===== src/rtl/cgn_pkg.sv =====
// shared types, constants and helpers for the coverage grid nearest-unvisited search
// no dependencies; used by cgn_ram users and the top level by scoped names

package cgn_pkg;

  // grid capacity
  localparam int MAX_ROWS = 32;
  localparam int MAX_COLS = 32;

  localparam int ROW_AW = (MAX_ROWS > 1) ? $clog2(MAX_ROWS) : 1;
  localparam int COL_AW = (MAX_COLS > 1) ? $clog2(MAX_COLS) : 1;

  // field and datapath widths
  localparam int POS_W  = 11;  // signed position in cm
  localparam int CELL_W = 8;   // signed cell coordinate, |pos|/10 <= 102
  localparam int CNT_W  = 6;   // row and column counters, config width
  localparam int DIFF_W = 9;   // signed cell difference
  localparam int DIST_W = 16;  // squared distance
  localparam int OUT_W  = 5;   // near_row / near_col width

  // register saturation caps
  localparam logic [CNT_W-1:0] ROWS_CAP = (MAX_ROWS > 63) ? CNT_W'(63) : CNT_W'(MAX_ROWS);
  localparam logic [CNT_W-1:0] COLS_CAP = (MAX_COLS > 63) ? CNT_W'(63) : CNT_W'(MAX_COLS);

  // register indexes
  localparam logic REG_ROWS = 1'b0;
  localparam logic REG_COLS = 1'b1;

  // commands
  localparam logic CMD_MARK = 1'b0;
  localparam logic CMD_FIND = 1'b1;

  // divide by 10 through reciprocal 205/2048, exact for magnitudes up to 1024
  localparam int DIV10_MUL = 205;
  localparam int DIV10_SH  = 11;

  typedef enum logic [2:0] {
    ST_CLR,
    ST_IDLE,
    ST_CONV,
    ST_MK_RD,
    ST_MK_WR,
    ST_ROW,
    ST_COL,
    ST_FIN
  } state_e;

  // centimetres to cell, truncating toward zero
  function automatic logic signed [CELL_W-1:0] cm_to_cell(input logic signed [POS_W-1:0] v);
    logic [POS_W-1:0]     mag;
    logic [POS_W+7:0]     prod;
    logic [CELL_W-1:0]    q;
    mag  = v[POS_W-1] ? POS_W'(-v) : POS_W'(v);
    prod = (POS_W+8)'(mag) * (POS_W+8)'(DIV10_MUL);
    q    = prod[DIV10_SH +: CELL_W];
    return v[POS_W-1] ? $signed(CELL_W'(-q)) : $signed(q);
  endfunction

endpackage


===== src/rtl/cgn_ram.sv =====
// generic single write port, single read port ram with registered read
// no dependencies

module cgn_ram #(
  parameter int WIDTH = 32,
  parameter int DEPTH = 32
) (
  input  logic                                    clk_i,
  input  logic                                    we_i,
  input  logic [((DEPTH > 1) ? $clog2(DEPTH) : 1)-1:0] waddr_i,
  input  logic [WIDTH-1:0]                        wdata_i,
  input  logic                                    re_i,
  input  logic [((DEPTH > 1) ? $clog2(DEPTH) : 1)-1:0] raddr_i,
  output logic [WIDTH-1:0]                        rdata_o
);

  logic [WIDTH-1:0] mem_q [DEPTH];
  logic [WIDTH-1:0] rdata_q;

  always_ff @(posedge clk_i) begin
    if (we_i) begin
      mem_q[waddr_i] <= wdata_i;
    end
    if (re_i) begin
      rdata_q <= mem_q[raddr_i];
    end
  end

  assign rdata_o = rdata_q;

endmodule


===== src/rtl/coverage_grid_nearest_unvisited.sv =====
// top level: visited-cell bitmap with nearest unvisited cell search
// depends on cgn_pkg and cgn_ram
//
//  channel | direction | handshake                  | payload
//  --------+-----------+----------------------------+------------------------------------
//  cfg     | in        | cfg_we_i                   | cfg_idx_i, cfg_data_i
//  in      | in        | in_valid_i / in_ready_o    | cmd_i, pos_x_cm_i, pos_y_cm_i
//  out     | out       | out_valid_o / out_ready_i  | found_o, near_row_o, near_col_o
//
// a mark request passes through accept, convert, row read and row write
// a find request scans every cell in use: one shared squarer visits one
//   cell per cycle, and each row first takes a step for the row read and its dx term
// after reset the map is cleared one row per cycle before any request
// a finished find waits in the output register; marks go on meanwhile, a second find
//   holds in its last step until the output is taken

module coverage_grid_nearest_unvisited (
  input  logic                                clk_i,
  input  logic                                rst_ni,
  input  logic                                cfg_we_i,
  input  logic                                cfg_idx_i,
  input  logic [cgn_pkg::CNT_W-1:0]           cfg_data_i,
  input  logic                                in_valid_i,
  output logic                                in_ready_o,
  input  logic                                cmd_i,
  input  logic signed [cgn_pkg::POS_W-1:0]    pos_x_cm_i,
  input  logic signed [cgn_pkg::POS_W-1:0]    pos_y_cm_i,
  output logic                                out_valid_o,
  input  logic                                out_ready_i,
  output logic                                found_o,
  output logic [cgn_pkg::OUT_W-1:0]           near_row_o,
  output logic [cgn_pkg::OUT_W-1:0]           near_col_o
);

  localparam int ROW_AW = cgn_pkg::ROW_AW;
  localparam int COL_AW = cgn_pkg::COL_AW;
  localparam int CNT_W  = cgn_pkg::CNT_W;
  localparam int CELL_W = cgn_pkg::CELL_W;
  localparam int DIFF_W = cgn_pkg::DIFF_W;
  localparam int DIST_W = cgn_pkg::DIST_W;
  localparam int OUT_W  = cgn_pkg::OUT_W;
  localparam int POS_W  = cgn_pkg::POS_W;

  cgn_pkg::state_e state_q, state_d;

  logic [ROW_AW-1:0]        clr_q, clr_d;
  logic [CNT_W-1:0]         rows_q, cols_q;
  logic                     cmd_q;
  logic signed [POS_W-1:0]  px_q, py_q;
  logic signed [CELL_W-1:0] cx_q, cx_d, cy_q, cy_d;
  logic [CNT_W-1:0]         row_q, row_d, col_q, col_d;
  logic [DIST_W-1:0]        dx2_q, dx2_d, best_q, best_d;
  logic [CNT_W-1:0]         br_q, br_d, bc_q, bc_d;
  logic                     hit_q, hit_d;
  logic                     out_valid_q, out_valid_d;
  logic                     out_found_q, out_found_d;
  logic [OUT_W-1:0]         out_row_q, out_row_d, out_col_q, out_col_d;

  logic [CNT_W-1:0]         rows_eff, cols_eff;
  logic                     accept;

  // map ram signals
  logic                     ram_we, ram_re;
  logic [ROW_AW-1:0]        ram_waddr, ram_raddr;
  logic [cgn_pkg::MAX_COLS-1:0] ram_wdata, ram_rdata;

  // shared squarer
  logic signed [DIFF_W-1:0]   sq_op;
  logic signed [2*DIFF_W-1:0] sq_full;
  logic [DIST_W-1:0]          sq;
  logic [DIST_W-1:0]          cell_dist;
  logic [COL_AW-1:0]          col_idx;
  logic                       cell_seen;

  assign rows_eff = (rows_q > cgn_pkg::ROWS_CAP) ? cgn_pkg::ROWS_CAP : rows_q;
  assign cols_eff = (cols_q > cgn_pkg::COLS_CAP) ? cgn_pkg::COLS_CAP : cols_q;

  assign in_ready_o = (state_q == cgn_pkg::ST_IDLE);
  assign accept     = in_valid_i && in_ready_o;

  assign sq_op = (state_q == cgn_pkg::ST_ROW)
               ? $signed({3'b000, row_q}) - $signed({cx_q[CELL_W-1], cx_q})
               : $signed({3'b000, col_q}) - $signed({cy_q[CELL_W-1], cy_q});
  assign sq_full   = sq_op * sq_op;
  assign sq        = sq_full[DIST_W-1:0];
  assign cell_dist = dx2_q + sq;
  assign col_idx   = COL_AW'(col_q);
  assign cell_seen = ram_rdata[col_idx];

  cgn_ram #(
    .WIDTH (cgn_pkg::MAX_COLS),
    .DEPTH (cgn_pkg::MAX_ROWS)
  ) u_map (
    .clk_i   (clk_i),
    .we_i    (ram_we),
    .waddr_i (ram_waddr),
    .wdata_i (ram_wdata),
    .re_i    (ram_re),
    .raddr_i (ram_raddr),
    .rdata_o (ram_rdata)
  );

  always_ff @(posedge clk_i or negedge rst_ni) begin
    if (!rst_ni) begin
      state_q     <= cgn_pkg::ST_CLR;
      clr_q       <= '0;
      rows_q      <= CNT_W'(12);
      cols_q      <= CNT_W'(20);
      out_valid_q <= 1'b0;
      hit_q       <= 1'b0;
    end else begin
      state_q     <= state_d;
      clr_q       <= clr_d;
      out_valid_q <= out_valid_d;
      hit_q       <= hit_d;
      if (cfg_we_i) begin
        unique case (cfg_idx_i)
          cgn_pkg::REG_ROWS: rows_q <= cfg_data_i;
          cgn_pkg::REG_COLS: cols_q <= cfg_data_i;
          default: ;
        endcase
      end
    end
  end

  always_ff @(posedge clk_i) begin
    if (accept) begin
      cmd_q <= cmd_i;
      px_q  <= pos_x_cm_i;
      py_q  <= pos_y_cm_i;
    end
    cx_q        <= cx_d;
    cy_q        <= cy_d;
    row_q       <= row_d;
    col_q       <= col_d;
    dx2_q       <= dx2_d;
    best_q      <= best_d;
    br_q        <= br_d;
    bc_q        <= bc_d;
    out_found_q <= out_found_d;
    out_row_q   <= out_row_d;
    out_col_q   <= out_col_d;
  end

  always_comb begin
    state_d     = state_q;
    clr_d       = clr_q;
    cx_d        = cx_q;
    cy_d        = cy_q;
    row_d       = row_q;
    col_d       = col_q;
    dx2_d       = dx2_q;
    best_d      = best_q;
    br_d        = br_q;
    bc_d        = bc_q;
    hit_d       = hit_q;
    out_found_d = out_found_q;
    out_row_d   = out_row_q;
    out_col_d   = out_col_q;
    out_valid_d = out_valid_q && !out_ready_i;
    ram_we      = 1'b0;
    ram_waddr   = ROW_AW'(cx_q[CELL_W-2:0]);
    ram_wdata   = ram_rdata | (cgn_pkg::MAX_COLS'(1) << COL_AW'(cy_q[CELL_W-2:0]));
    ram_re      = 1'b0;
    ram_raddr   = ROW_AW'(row_q);

    unique case (state_q)
      cgn_pkg::ST_CLR: begin
        ram_we    = 1'b1;
        ram_waddr = clr_q;
        ram_wdata = '0;
        clr_d     = clr_q + ROW_AW'(1);
        if (clr_q == ROW_AW'(cgn_pkg::MAX_ROWS - 1)) begin
          state_d = cgn_pkg::ST_IDLE;
        end
      end
      cgn_pkg::ST_IDLE: begin
        if (accept) begin
          state_d = cgn_pkg::ST_CONV;
        end
      end
      cgn_pkg::ST_CONV: begin
        cx_d  = cgn_pkg::cm_to_cell(px_q);
        cy_d  = cgn_pkg::cm_to_cell(py_q);
        row_d = '0;
        col_d = '0;
        hit_d = 1'b0;
        if (cmd_q == cgn_pkg::CMD_MARK) begin
          // marks outside the grid in use are dropped
          if (!cx_d[CELL_W-1] && (cx_d[CELL_W-2:0] < {1'b0, rows_eff}) &&
              !cy_d[CELL_W-1] && (cy_d[CELL_W-2:0] < {1'b0, cols_eff})) begin
            state_d = cgn_pkg::ST_MK_RD;
          end else begin
            state_d = cgn_pkg::ST_IDLE;
          end
        end else if ((rows_eff == '0) || (cols_eff == '0)) begin
          state_d = cgn_pkg::ST_FIN;
        end else begin
          state_d = cgn_pkg::ST_ROW;
        end
      end
      cgn_pkg::ST_MK_RD: begin
        ram_re    = 1'b1;
        ram_raddr = ROW_AW'(cx_q[CELL_W-2:0]);
        state_d   = cgn_pkg::ST_MK_WR;
      end
      cgn_pkg::ST_MK_WR: begin
        ram_we  = 1'b1;
        state_d = cgn_pkg::ST_IDLE;
      end
      cgn_pkg::ST_ROW: begin
        // row read and dx squared share this cycle
        ram_re  = 1'b1;
        dx2_d   = sq;
        col_d   = '0;
        state_d = cgn_pkg::ST_COL;
      end
      cgn_pkg::ST_COL: begin
        if (!cell_seen && (!hit_q || (cell_dist < best_q))) begin
          hit_d  = 1'b1;
          best_d = cell_dist;
          br_d   = row_q;
          bc_d   = col_q;
        end
        if (col_q == cols_eff - CNT_W'(1)) begin
          if (row_q == rows_eff - CNT_W'(1)) begin
            state_d = cgn_pkg::ST_FIN;
          end else begin
            row_d   = row_q + CNT_W'(1);
            state_d = cgn_pkg::ST_ROW;
          end
        end else begin
          col_d = col_q + CNT_W'(1);
        end
      end
      cgn_pkg::ST_FIN: begin
        if (!out_valid_q || out_ready_i) begin
          out_valid_d = 1'b1;
          out_found_d = hit_q;
          out_row_d   = hit_q ? br_q[OUT_W-1:0] : '0;
          out_col_d   = hit_q ? bc_q[OUT_W-1:0] : '0;
          state_d     = cgn_pkg::ST_IDLE;
        end
      end
      default: begin
        state_d = cgn_pkg::ST_IDLE;
      end
    endcase
  end

  assign out_valid_o = out_valid_q;
  assign found_o     = out_found_q;
  assign near_row_o  = out_row_q;
  assign near_col_o  = out_col_q;

  // a not-found result carries zero coordinates
  a_notfound_zero : assert property (@(posedge clk_i) disable iff (!rst_ni)
    (out_valid_o && !found_o) |-> ((near_row_o == '0) && (near_col_o == '0)))
    else $error("not-found result with nonzero coordinates");

  // a found cell lies inside the grid in use
  a_found_inside : assert property (@(posedge clk_i) disable iff (!rst_ni)
    (out_valid_o && found_o) |-> (({1'b0, near_row_o} < rows_eff) &&
                                  ({1'b0, near_col_o} < cols_eff)))
    else $error("found cell outside grid in use");

  // the map is never written while a search walks it
  a_no_write_in_scan : assert property (@(posedge clk_i) disable iff (!rst_ni)
    ((state_q == cgn_pkg::ST_ROW) || (state_q == cgn_pkg::ST_COL)) |-> !ram_we)
    else $error("map write during search");

  // the column walk stays inside the rows and columns in use
  a_col_bound : assert property (@(posedge clk_i) disable iff (!rst_ni)
    (state_q == cgn_pkg::ST_COL) |-> ((col_q < cols_eff) && (row_q < rows_eff)))
    else $error("scan index out of range");

  // a row read is always followed by its column walk
  a_row_then_col : assert property (@(posedge clk_i) disable iff (!rst_ni)
    (state_q == cgn_pkg::ST_ROW) |=> (state_q == cgn_pkg::ST_COL))
    else $error("row read not followed by column walk");

endmodule

===== config.mk =====
export PLATFORM = sky130hd
export DESIGN_NAME = coverage_grid_nearest_unvisited
export DESIGN_NICKNAME = d
export VERILOG_FILES = /design/src/rtl/cgn_pkg.sv /design/src/rtl/cgn_ram.sv /design/src/rtl/coverage_grid_nearest_unvisited.sv
export SDC_FILE = /design/constraint.sdc
export NUM_CORES = 2
export LEC_CHECK = 0
export BUFFER_PORTS_ARGS = -buffer_cell sky130_fd_sc_hd__buf_2
export CORE_UTILIZATION = 50
export CTS_CLUSTER_SIZE = 28
export DETAILED_ROUTE_END_ITERATION = 6
export PLACE_DENSITY = 0.69
export SLEW_MARGIN = 20
export SYNTH_ARGS = -nofsm -noshare
export SYNTH_HDL_FRONTEND = slang
export SYNTH_SLANG_ARGS = --single-unit

===== constraint.sdc =====
create_clock -name clk_i -period 21.9 [get_ports clk_i]
set_input_delay 3.285 -clock clk_i [delete_from_list [all_inputs] [get_ports clk_i]]
set_output_delay 3.285 -clock clk_i [all_outputs]
set_load 0.05 [all_outputs]

# Word level (Yosys, flattened, before mapping)
# Memories as Yosys holds them, arrays and structs flattened. A register that Yosys moved wholly into a read port is not among the register bits.
# Index checks and enable logic that the tools add are counted.
# word_totals
word_cells	127
n_memories	1
ramBits	1024
regBits	126
inputBits	35
# classes
shift	1
n_mux	34
eq_ne	17
addsub	12
order_cmp	6
n_bitwise	2
n_reduce_logical	31
n_mul	3
# mem_list
name	depth	word_bits	rd	rd_clocked_by_memory_dff	wr	line	source
u_map.mem_q	32	32	1	1	1	cgn_ram.sv:17	logic [WIDTH-1:0] mem_q [DEPTH];
# op_table
op	count
multiplier 11 x 8 -> 19 bit, second input constant	2
2-to-1 mux 32 bit	1
bitwise OR 32 bit	1
left shift 1 x 5 -> 32 bit, first input constant	1
2-to-1 mux 6 bit	5
case mux 3 bit (8 select lines)	1
case mux 6 bit (2 select lines)	2
2-to-1 mux 11 bit	2
negation 11 bit	2
subtractor 7 x 8 -> 9 bit	2
adder 16 bit	1
< comparator 16 bit	1
multiplier 9 x 9 -> 16 bit	1
2-to-1 mux 8 bit	2
negation 8 bit	2
2-to-1 mux 3 bit	5
< comparator 7 x 6 -> 1 bit	2
adder 6 x 1 -> 6 bit, second input constant	2
equality test 3 bit, second input constant	4
equality test 6 bit	2
> comparator 6 bit, second input constant	2
zero test 6 bit	2
!= test 2 bit, second input constant	6
AND reduction 2 bit	6
22 further kinds	49

# Longest topological paths before layout
# depth
depth_word	12
mapped_depth	43
ltp_nobuf	42

# Cells and area by module
# A second synthesis with hierarchy kept.
# unflattened
cells_unflattened	3570
area_unflattened_um2	53871.7
# by_module_without_submodules
module	cells_per_inst	area_each_um2	n_inst
cgn_ram	2260	40805.4	1
coverage_grid_nearest_unvisited	1310	13066.3	1

# Worst setup path after synthesis
# Ideal clock, no wire load.
# synth_timing
path_type	register -> register
startpoint	register col_q[0]
endpoint	register bc_q[0], enable pin
required_time_ns	21.516
t_arrival_ns	8.836
slack_ns	12.680
path_stages_with_launch	41
path_buffers	1
period_less_slack_ns	9.220
cell_sequence	edfxtp_1 buf_1 inv_1 ha_1 inv_1 fa_1 a21o_1 a21oi_1 o21bai_1 a21oi_1 mux2i_1 nand2_1 nand2_1 inv_1 fa_1 inv_1 fa_1 inv_1 [... 5 more ...] ha_1 inv_1 o21ai_0 a21oi_1 nor2b_1 o21a_1 nor2_1 xnor2_1 ha_1 or4_1 a31oi_1 xnor2_1 ha_1 nand3_1 nor2_1 a221o_1 a31oi_1 o21a_1
# synth_between
elab_chain_cells	8
# synth_rtl
item	line	source
start: declaration	coverage_grid_nearest_unvisited.sv:51	logic [CNT_W-1:0] row_q, row_d, col_q, col_d;
start signal: assignment	coverage_grid_nearest_unvisited.sv:135	col_q <= col_d;
subtractor 7 x 8 -> 9 bit	coverage_grid_nearest_unvisited.sv:83	: $signed({3'b000, col_q}) - $signed({cy_q[CELL_W-1], cy_q});
2-to-1 mux 9 bit	coverage_grid_nearest_unvisited.sv:82	? $signed({3'b000, row_q}) - $signed({cx_q[CELL_W-1], cx_q})
multiplier 9 x 9 -> 16 bit	coverage_grid_nearest_unvisited.sv:84	assign sq_full = sq_op * sq_op;
via sq_full[12]	coverage_grid_nearest_unvisited.sv:69	logic signed [2*DIFF_W-1:0] sq_full;
adder 16 bit	coverage_grid_nearest_unvisited.sv:86	assign cell_dist = dx2_q + sq;
via cell_dist[14]	coverage_grid_nearest_unvisited.sv:71	logic [DIST_W-1:0] cell_dist;
< comparator 16 bit	coverage_grid_nearest_unvisited.sv:219	if (!cell_seen && (!hit_q || (cell_dist < best_q))) begin
logical OR 1 bit	coverage_grid_nearest_unvisited.sv:219	
logical AND 1 bit	coverage_grid_nearest_unvisited.sv:219	
AND reduction 2 bit (no source line)	-	
end signal: assignment	coverage_grid_nearest_unvisited.sv:139	bc_q <= bc_d;
end: declaration	coverage_grid_nearest_unvisited.sv:53	logic [CNT_W-1:0] br_q, br_d, bc_q, bc_d;
# The timed path passes the listed nets, and every way through them passes these cells. The select of a mux whose other input is x is not followed.
# A chain may end at the register's enable or synchronous reset.

# Worst setup path after layout
# layout_timing
startpoint	register col_q[0]
endpoint	register bc_q[3], enable pin
# The elaborated chain is that of the path after synthesis.

==> flow_metrics.tcl <==
set metrics [dict create \
    start_kind "flop" \
    r2r_start "col_q[0]" \
    syn_area_per_cell_um2 16.2 \
    start_util_pct 50.6 \
    synth_cells 3296 \
    ys.flop_type "edfxtp_1" \
    drt_first_pass_iters 7 \
    synth_top_area_share_pct 65.1 \
    reg2reg_depth 40 \
    drive_gt1_share_pct 18.3 \
    postCtsHoldBufs 0 \
    grt_pass1_vias 29261 \
    port-buffer-count 47 \
    dieWidth_um 329 \
    tightest_slew_ns 1.17 \
    r2r_slack_ns 11.99 \
    min_from "rows_q[4]" \
    vias_per_cell 5.96 \
    critical_path_class "flop to flop" \
    critPathMaxFanout 17 \
    setup_viol 0 \
    synth-edff-count 1159 \
    dieArea_um2 108000 \
    status "finished with violations" \
    critPathSlowestCell "edfxtp_1" \
    slew_headroom_pct 22.3 \
    post_cts.repair.setup_buffers 0 \
    synth_nets 3622 \
    finalCritPeriodShare_pct 45.3 \
    core-area_um2 106000 \
    finalMaxSlewViolations 0 \
    ant_nets 0 \
    post_cts_resize_count 0 \
    grtUsageTotal_pct 23.8 \
    grt_max_degree 129 \
    ys_ff_latch 1181 \
    whs_path_depth 1 \
    drcViolationCount 17 \
    grt_antenna_before_repair 2 \
    final_common_cell "edfxtp_1" \
    ys_types 65 \
    clock.fmax_mhz 101 \
    cp_common_cell "inv_1" \
    path_clk_slew_ns 0.06 \
    worstHoldPathType "flop to flop" \
    tns_ns 0 \
    drv_cap 0 \
    max_stage_delay_ns 0.67 \
    rows 119 \
    drt-wirelength-per-cell_um 25.9 \
    root_buffer "clkbuf_16" \
    rsz0062_at_grt "false" \
    whs_ns 0.542 \
    layout_min_cycle_time_ns 9.91 \
    cts_buffers 117 \
    grt_pass1_wl_um 188000 \
    required_ns 22.28 \
    mostFrequentLayoutCells "1159 x edfxtp_1, 395 x nand2_1, 266 x mux4_2" \
    final_nets 3738 \
    finalHoldViolCount 0 \
    cts.sinks 1181 \
    worstPathArrival_ns 10.29 \
    r2r-end "bc_q[3]" \
    cts_buffer_depth 3 \
    die_y_um 329 \
    synth_area_um2 53400 \
    cts_tree "yes" \
    fin_skew_ns 0.0547 \
    synth_async_sr_flop_share_pct 1.86 \
    yosys_warnings 0 \
    holdPathEnd "rows_q[4]" \
    hpwl_um 69500 \
    worst_slack_ns 11.99 \
    dr.first_iter.drc_count 3346 \
    crit_path_end_kind "flop" \
    dp_worst_setup_slack_ns 12.06 \
    clk_latency_ns 0.73 \
    synth.area.top_cells "edfxtp_1 65%, mux4_2 11%, ha_1 4.6%" \
    finalWirelength_um 127000 \
    violations "DRC" \
    overflow 0 \
    gp_congestion 0.854 \
    ys_seq_area_share_pct 66.2 \
    h-tree-depth 3 \
    vias 29211 \
    syn2layout_area_growth_pct 11.6 \
    yosys.area.top_type "edfxtp_1" \
    io_pins 48 \
]
## final cells by class
type / count / area (µm²)
clock inverter: 66 / 559
antenna: 3 / 7.51
sequential: 1181 / 35400
multi-input combinational: 1780 / 17200
clock buffer: 147 / 3120
inverter: 198 / 743
tap: 1391 / 1740
timing repair buffer: 134 / 921
fill: 8082 / 46000
## critical path, delay by kind of cell, from the launching register on
family / cells / cell delay (ns)
AOI/OAI and AO/OA: 12 / 2.65
muxes: 1 / 0.13
xor gates and xnor gates: 2 / 0.28
DFF: 1 / 0.67
buffers and inverters: 8 / 0.89
and+or+nand+nor: 7 / 1.27
adders and majority gates: 10 / 3.69
## worst max-delay path by stage
stage | from | endpoint | slack [ns]
after floorplan | col_q[0] | bc_q[0] | 12.68
after global placement | col_q[0] | br_q[1] | 11.85
after detailed placement | col_q[0] | br_q[1] | 12.06
after CTS | col_q[0] | bc_q[1] | 11.94
after global routing | col_q[0] | bc_q[0] | 11.29
final | col_q[0] | bc_q[3] | 11.99
## metrics by stage
stage | utilization, % | instances | cell area [µm²]
final | 56.5 | 4900 | 59600
after global routing | 56.5 | 4899 | 59600
after CTS | 56.4 | 4897 | 59600
after detailed placement | 53.0 | 4684 | 55900
after global placement | 52.9 | 4683 | 55900
after floorplan | - | 3296 | 53400
## cells by family after synthesis
logic type,share of synthesized area (%)
DFF,66.2
and+or+nand+nor,6.90
buffers and inverters,2.37
adders and majority gates,8.14
muxes,11.7
AOI/OAI and AO/OA,2.87
xor gates and xnor gates,1.85
## layer usage
layer	GRT usage (%)	up-vias	wire, µm
met1	33.4	15012	51200
met5	0	-	0
met4	7.12	0	3760
li1	-	12714	-
met3	4.15	234	10900
met2	38.2	1251	61200
## cells in the mapped netlist (all sizes together), types with 14 or more instances
master and n:
a21o 22, a21oi 67, and2 14, buf 52, clkbuf 85, dfrtp 18
edfxtp 1159, fa 94, ha 197, inv 198, mux2 15, mux4 266
nand2 395, nand2b 16, nand3 181, nor2 157, nor3 16, o21ai 76
xnor2 84, xor2 26
## sequential cells by signal, indices dropped and copies added, names as in the netlist, 6 cells and up
name	cells
cy_q	8
col_q	6
py_q	11
u_map.mem_q	1024
best_q	16
row_q	6
rows_q	6
dx2_q	15
cx_q	8
u_map.rdata_o	32
cols_q	6
px_q	11
Power is not shown: default switching activity piles up to over one toggle a cycle in this logic, so the estimate is an artifact.
